<file path="src/sv/lzss_wd_pkg.sv">
`default_nettype none
package lzss_wd_pkg;

    localparam int unsigned DATA_W           = 8;
    localparam int unsigned WINDOW_BYTES_DEF = 1024;
    localparam int unsigned MAX_COPY         = 63;
    localparam int unsigned LEN_W            = 6;
    localparam int unsigned USED_W           = 4;
    localparam int unsigned PHASE_W          = 2;

    localparam logic [DATA_W-1:0]  FILL_BYTE      = 8'h20;
    localparam logic [USED_W-1:0]  FLAGS_USED_RST = 4'd7;
    localparam logic [USED_W-1:0]  FLAGS_PER_BYTE = 4'd8;

    // token phase codes
    localparam logic [PHASE_W-1:0] PH_NEXT = 2'd0;
    localparam logic [PHASE_W-1:0] PH_TOK  = 2'd1;
    localparam logic [PHASE_W-1:0] PH_REF2 = 2'd2;

    typedef struct packed {
        logic clear;
        logic literal;
        logic hold;
        logic start_ref;
        logic gather;
        logic prep;
        logic emit;
    } t_dp_cmd;

    typedef struct packed {
        logic len_zero;
        logic cnt_last;
        logic slot_free;
    } t_dp_stat;

endpackage
`default_nettype wire

</file>
<file path="src/sv/lzss_wd_ctrl.sv">
`default_nettype none
module lzss_wd_ctrl (
    input  wire logic                              i_clk,
    input  wire logic                              i_rst_n,
    input  wire logic                              i_s_valid,
    input  wire logic [lzss_wd_pkg::DATA_W-1:0]    i_s_data,
    input  wire logic                              i_s_start,
    output logic                                   o_s_ready,
    input  wire lzss_wd_pkg::t_dp_stat             i_stat,
    output lzss_wd_pkg::t_dp_cmd                   o_cmd
);
    import lzss_wd_pkg::*;

    localparam logic [2:0] ST_IDLE   = 3'd0;
    localparam logic [2:0] ST_GATHER = 3'd1;
    localparam logic [2:0] ST_DRAIN  = 3'd2;
    localparam logic [2:0] ST_PREP   = 3'd3;
    localparam logic [2:0] ST_EMIT   = 3'd4;

    logic [2:0]         r_state, n_state;
    logic [PHASE_W-1:0] r_phase, n_phase;
    logic [USED_W-1:0]  r_used, n_used;
    logic [DATA_W-1:0]  r_flags, n_flags;

    logic               acc;
    logic [PHASE_W-1:0] ph_eff;
    logic [USED_W-1:0]  used_eff;
    logic [USED_W-1:0]  used_inc;
    logic [DATA_W-1:0]  flags_eff;
    logic [DATA_W-1:0]  flags_sh;

    assign o_s_ready = (r_state == ST_IDLE) && i_stat.slot_free;
    assign acc       = i_s_valid && o_s_ready;

    assign ph_eff    = i_s_start ? PH_NEXT : r_phase;
    assign used_eff  = i_s_start ? FLAGS_USED_RST : r_used;
    assign flags_eff = i_s_start ? '0 : r_flags;
    assign used_inc  = used_eff + USED_W'(1);
    assign flags_sh  = {flags_eff[DATA_W-2:0], 1'b0};

    always_comb begin
        n_state = r_state;
        n_phase = r_phase;
        n_used  = r_used;
        n_flags = r_flags;
        o_cmd   = '0;
        unique case (r_state)
            ST_IDLE: begin
                if (acc) begin
                    o_cmd.clear = i_s_start;
                    n_phase     = ph_eff;
                    n_used      = used_eff;
                    n_flags     = flags_eff;
                    if (ph_eff == PH_REF2) begin
                        o_cmd.start_ref = 1'b1;
                        n_phase         = PH_NEXT;
                        if (!i_stat.len_zero) begin
                            n_state = ST_GATHER;
                        end
                    end else if (ph_eff == PH_TOK) begin
                        if (flags_eff[DATA_W-1]) begin
                            o_cmd.hold = 1'b1;
                            n_phase    = PH_REF2;
                        end else begin
                            o_cmd.literal = 1'b1;
                            n_phase       = PH_NEXT;
                        end
                    end else if (used_inc >= FLAGS_PER_BYTE) begin
                        n_flags = i_s_data;
                        n_used  = '0;
                        n_phase = PH_TOK;
                    end else begin
                        n_flags = flags_sh;
                        n_used  = used_inc;
                        if (flags_sh[DATA_W-1]) begin
                            o_cmd.hold = 1'b1;
                            n_phase    = PH_REF2;
                        end else begin
                            o_cmd.literal = 1'b1;
                            n_phase       = PH_NEXT;
                        end
                    end
                end
            end
            ST_GATHER: begin
                o_cmd.gather = 1'b1;
                if (i_stat.cnt_last) begin
                    n_state = ST_DRAIN;
                end
            end
            ST_DRAIN: begin
                n_state = ST_PREP;
            end
            ST_PREP: begin
                o_cmd.prep = 1'b1;
                n_state    = ST_EMIT;
            end
            ST_EMIT: begin
                o_cmd.emit = i_stat.slot_free;
                if (i_stat.slot_free && i_stat.cnt_last) begin
                    n_state = ST_IDLE;
                end
            end
            default: begin
                n_state = ST_IDLE;
            end
        endcase
    end

    always_ff @(posedge i_clk) begin
        if (!i_rst_n) begin
            r_state <= ST_IDLE;
            r_phase <= PH_NEXT;
            r_used  <= FLAGS_USED_RST;
            r_flags <= '0;
        end else begin
            r_state <= n_state;
            r_phase <= n_phase;
            r_used  <= n_used;
            r_flags <= n_flags;
        end
    end

`ifndef NO_ASSERTIONS
    a_gather_to_drain: assert property (@(posedge i_clk) disable iff (!i_rst_n)
        (r_state == ST_GATHER) && i_stat.cnt_last |=> (r_state == ST_DRAIN))
        else $error("gather did not end after last read");
    a_drain_prep_emit: assert property (@(posedge i_clk) disable iff (!i_rst_n)
        (r_state == ST_DRAIN) |=> (r_state == ST_PREP) ##1 (r_state == ST_EMIT))
        else $error("copy setup sequence broken");
    a_used_range: assert property (@(posedge i_clk) disable iff (!i_rst_n)
        r_used <= FLAGS_PER_BYTE)
        else $error("flag counter out of range");
`endif

endmodule
`default_nettype wire

</file>
<file path="config.mk">
export PLATFORM = sky130hd
export DESIGN_NAME = lzss_wd_ctrl
export DESIGN_NICKNAME = d
export VERILOG_FILES = /design/src/sv/lzss_wd_pkg.sv /design/src/sv/lzss_wd_ctrl.sv
export SDC_FILE = /design/constraint.sdc
export NUM_CORES = 1
export LEC_CHECK = 0
export ABC_CLOCK_PERIOD_IN_PS = 1900
export BUFFER_PORTS_ARGS = -buffer_cell sky130_fd_sc_hd__buf_2
export CAP_MARGIN = 20
export CORE_MARGIN = 2
export CORE_UTILIZATION = 40
export CTS_CLUSTER_DIAMETER = 100
export DETAILED_ROUTE_END_ITERATION = 6
export PLACE_DENSITY_LB_ADDON = 0.1
export SETUP_SLACK_MARGIN = 0.05
export SLEW_MARGIN = 40
export SYNTH_ARGS = -nofsm -noshare
export SYNTH_HDL_FRONTEND = slang
export SYNTH_SLANG_ARGS = --single-unit
</file>
<file path="constraint.sdc">
create_clock -name i_clk -period 1.9 [get_ports i_clk]
set_input_delay 0.285 -clock i_clk [delete_from_list [all_inputs] [get_ports i_clk]]
set_output_delay 0.285 -clock i_clk [all_outputs]
set_load 0.005 [all_outputs]
</file>
* After elaboration in Yosys (flattened, before gate mapping)
Index checks and enable logic that the tools add are counted. Widths: inputs -> output; s select.
Storage, ports and cells: register bits 17, bits in latches 0, bits in writable memories 0, memory bits (read-only) 0, bits of input ports 15, logic and storage cells 56, memories kept 0
Operators by class: add/subtract/negate cells 1, $mul 0, div/mod/pow operators 0, $lt $le $gt $ge 1, equality and inequality tests 11, shifts and indexed selects 0, mux-type cells 33, bitwise logic cells 0, reductions and logical operators 6
Operator list (count):
- $mux 8 | 4
- $mux 4 | 6
- $mux 2 | 9
- $mux 3 | 5
- $pmux 3 s5 | 1
- $mux 1 | 8
- $ne 2x2->1 const B | 4
- $eq 3x2->1 const B | 2
- $reduce_and 5->1 | 1
- $add 4x1->4 const B | 1
- $ge 4x4->1 const B | 1
- $eq 3x1->1 const B | 1
- $eq 3x3->1 const B | 1
- $logic_and 1x1->1 | 3
- $logic_not 3->1 | 1
- $eq 2x1->1 const B | 1
- $eq 2x2->1 const B | 1
- $ne 2x1->1 const B | 1
- $reduce_and 2->1 | 1

* Longest topological paths before layout
depth in word-level cells 8, mapped depth 6, mapped depth without buffers 5

* Worst setup path before layout
OpenSTA, ideal clock, no wires.
kind register to register, start register r_state[1], end register r_flags[6], library setup time 0.123 ns, arrival time 1.548 ns, data required time 1.777 ns, slack 0.230 ns, stages on the path, launching flop included 6, cell sequence dfxtp_1 buf_6 nor4b_4 o211ai_4 and3_1 a221o_2
On the way: word-level cells in the longest chain between the ends 4
Ends and longest elaborated chain:
- start: declaration | RTL line lzss_wd_ctrl.sv:20 | logic [2:0] r_state, n_state;
- start signal: assignment | RTL line lzss_wd_ctrl.sv:117 | r_state <= n_state;
- $logic_not 3->1 | RTL line lzss_wd_ctrl.sv:32 | assign o_s_ready = (r_state == ST_IDLE) && i_stat.slot_free;
- $logic_and 1x1->1 | RTL line lzss_wd_ctrl.sv:32
- named net o_s_ready | RTL line lzss_wd_ctrl.sv:8 | output logic o_s_ready,
- $logic_and 1x1->1 | RTL line lzss_wd_ctrl.sv:33 | assign acc = i_s_valid && o_s_ready;
- $reduce_and 2->1 (no source line)
- end signal: assignment | RTL line lzss_wd_ctrl.sv:120 | r_flags <= n_flags;
- end: declaration | RTL line lzss_wd_ctrl.sv:23 | logic [DATA_W-1:0] r_flags, n_flags;
The timed path passes the listed nets, and every way through them passes these cells. A chain may end at the register's enable or synchronous reset.

==> run_results.csv <==
group,metric,value,unit
layout,fill_cells,222,
setup_path,worstSetupStartpoint,"r_phase[1]$_SDFFE_PN0P_",
power,power.internal,528,µW
synthesis,synth_cell_type_count,41,
synthesis,async_flop_share,0,%
drt,ant_nets,0,
layout,antennaDiodeCount,0,
cts,clkLatencyLatePin,0.30,ns
global_route,grt_first_pass_wirelength,3.82,mm
drt,drt_iter0_drc,24,
setup_path,crit_path_end_kind,"output port",
layout,synthToLayoutAreaGrowth,36.4,%
cts,cts_buffer_depth,2,
drt,routed_wl,2.43,mm
synthesis,synth-seq-cells,17,
timing,rsz0062_at_grt,"true",
timing,setup_violations,0,
cts,cts.sinks,17,
timing,period_minus_slack,1.85,ns
power,power_density,570,nW/µm²
cts,htreeDepth,1,
synthesis,synth_xor_area_share,1.82,%
synthesis,syn_nets,125,
setup_path,cp-start-kind,"register",
power,p_total,750,µW
timing,hold_viol_final,0,
cts,cts_tree,"built",
setup_path,arrival,1.56,ns
die,core_region_area,2250,µm²
setup_path,crit_path_end,"o_cmd[5]",
die,start_util,42.8,%
synthesis,ys.warnings.count,0,
drt,avgRoutedWirePerCell,14.3,µm
power,clockPowerShare,26.9,%
cts,cts.clk_slew.worst_paths,0.11,ns
placement,place.gp.congestion,0.879,
synthesis,synth_edf_count,0,
synthesis,synth_fa_ha_area_share,1.30,%
synthesis,synthCells,109,
global_route,grt-ovfl-total,0,
drt,route.detailed.drc,0,
synthesis,ys_seq_area_share,35.3,%
power,leakagePower,0.578,nW
power,netSwitchingFraction,29.7,%
setup_path,worstPathRequired,1.62,ns
layout,drive_gt1_share,45.8,%
timing,fmax,542,MHz
timing,final_max_slew_viol_count,0,
cts,root_buffer,"clkbuf_4",
synthesis,synth.mux.area_fraction,3.37,%
die,die_h,53.1,µm
setup_path,r2r_slack,0.19,ns
hold_path,hold_path_class,"primary input to register",
timing,holdWs,0.211,ns
synthesis,synth_compound_area_share,20.9,%
drt,viasPerCell,5.56,
global_route,grt_pass1_vias,868,
power,p_seq_share,50.6,%
power,ir_drop,0.000437,V
die,die_w,53.1,µm
power,pwr-share-comb,22.5,%
synthesis,syn_area,965,µm²
cts,numCtsBuffers,3,
synthesis,synth-main-ff-cell,"dfxtp_1",
timing,finalSetupTns,0,ns
die,die-area,2820,µm²
power,switchingPower,223,µW
global_route,grt_max_degree,16,
drt,vias,946,
global_route,grtUsageTotal,18.9,%
drt,dr.pass1.iters,4,
status,status,"finished, final reports clean",
setup_path,r2r.worst_path.cells,6,
die,io_pins,23,
run,max_cap_violations,0,
setup_path,timing.rr.end,"r_flags[6]$_SDFFE_PN0P_",
timing,finClkSkew,0.00235,ns
die,rows,17,
timing,relSlewSlack,72.4,%
setup_path,crit_fanout,6,
synthesis,syn_avg_cell_area,8.85,µm²
synthesis,synth_top_family_by_area,"simple AND/OR/NAND/NOR gates",
setup_path,rr_startpoint,"r_state[1]$_SDFFE_PN0P_",
setup_path,critical_path_class,"register to output port",
timing,worst_pin_slew,0.402,ns
layout,fin_nets,159,
placement,port_buffers,22,
placement,dp_hpwl,1.60,mm
synthesis,yosys.area_share.simple,31.5,%
timing,final.period_utilization,97.1,%
global_route,grt_antenna_before_repair,0,
flip-flops by register name, summed over array words and instances, names as in the netlist:
name	cells
r_flags	8
r_state	3
r_phase	2
r_used	4
area by class of cell:
type / count / area, µm² / share of cell area [%]
sequential: 17 / 357 / 27.1
timing repair buffer: 36 / 226 / 17.2
clock buffer: 3 / 22.5 / 1.71
clock inverter: 1 / 5.00 / 0.380
inverter: 2 / 7.51 / 0.570
multi-input combinational: 83 / 663 / 50.4
tap: 28 / 35.0 / 2.66
timing repair:
| action | 4_1_cts | 5_1_grt |
|---|---|---|
| pin swaps | 2 | 3 |
| setup endpoints to repair | 4 | 4 |
| resized for setup | 14 | 15 |
| cloned | 0 | 0 |
| hold endpoints to repair | 0 | 0 |
| hold buffers | 0 | 0 |
| buffers inserted | 6 | 7 |
cell families after synthesis:
logic type,Yosys count
compound gates,23
buf+inv,9
xor+xnor,2
mux,3
fa+ha+maj,1
simple gates,54
flops,17
cell usage in the layout (no fill, tap or decap), types with 2 or more instances in the layout:
master and count:
nand3_1 6, a21oi_1 3, nor3_1 2, buf_4 11, or2_2 2, and3_1 9
buf_6 3, clkbuf_4 3, dfxtp_2 4, o311ai_0 2, nor3_2 2, nand2b_1 3
dfxtp_1 10, a221o_1 6, nor2b_1 2, inv_1 2, dfxtp_4 3, nand2_1 9
buf_2 22, nor2_1 9
per-layer routing:
layer	wire (µm)	share of wire (%)	up-vias	GRT usage, %
met2	1110	46	23	29.4
li1	-	-	474	-
met3	95	3.9	5	3.39
met4	38	1.6	0	9.83
met1	1190	49	444	24.7
met5	0	0	-	0
metrics by stage:
| step | util [%] | instances | cell area, µm² | setup WS, ns |
|---|---|---|---|---|
| global placement | 47.4 | 153 | 1070 | 0.237 |
| global route | 58.4 | 170 | 1320 | -0.00365 |
| detailed placement | 47.4 | 153 | 1070 | 0.226 |
| finish | 58.4 | 170 | 1320 | 0.0544 |
| CTS | 52.7 | 163 | 1190 | 0.0274 |
| floorplan | - | 109 | 965 | 0.230 |
power by group through the flow:
stage / combinational, mW / clock [mW] / sequential (mW)
after floorplan: 0.0836 / 0 / 0.387
after global placement: 0.118 / 0 / 0.391
after detailed placement: 0.119 / 0 / 0.391
after CTS: 0.135 / 0.205 / 0.378
after global routing: 0.182 / 0.230 / 0.383
final: 0.169 / 0.202 / 0.380
synthesized netlist by cell type, types with 2 or more instances:
cell | count | area, µm²
or2_2 | 2 | 12.5
nand2_1 | 10 | 37.5
nand3_1 | 7 | 35.0
xnor2_1 | 2 | 17.5
o311ai_0 | 2 | 17.5
a221o_1 | 6 | 60.1
nor3_1 | 3 | 15.0
buf_2 | 2 | 10.0
a21oi_1 | 4 | 20.0
and3_1 | 10 | 62.6
mux2_2 | 2 | 22.5
nand2b_1 | 3 | 18.8
nor2b_1 | 2 | 12.5
nor2_1 | 10 | 37.5
inv_1 | 2 | 7.51
dfxtp_1 | 17 | 340
critical path, cell delays in order (launching register included):
cell and delay [ns]:
dfxtp_4 0.38, nand2b_1 0.17, mux2_4 0.34, nor4_4 0.22, buf_2 0.15
how the worst min path moves through the flow:
stage | from | endpoint | cells past startpoint
2_1_floorplan | i_s_data[1] | r_flags[1]$_SDFFE_PN0P_ | 1
3_3_place_gp | r_flags[0]$_SDFFE_PN0P_ | r_flags[0]$_SDFFE_PN0P_ | 2
5_1_grt | i_s_data[1] | r_flags[1]$_SDFFE_PN0P_ | 2
4_1_cts | i_s_data[1] | r_flags[1]$_SDFFE_PN0P_ | 2
6_report | i_s_data[3] | r_flags[3]$_SDFFE_PN0P_ | 2
3_5_place_dp | r_flags[0]$_SDFFE_PN0P_ | r_flags[0]$_SDFFE_PN0P_ | 2
No activity file was read; power rests on OpenSTA's default activity.
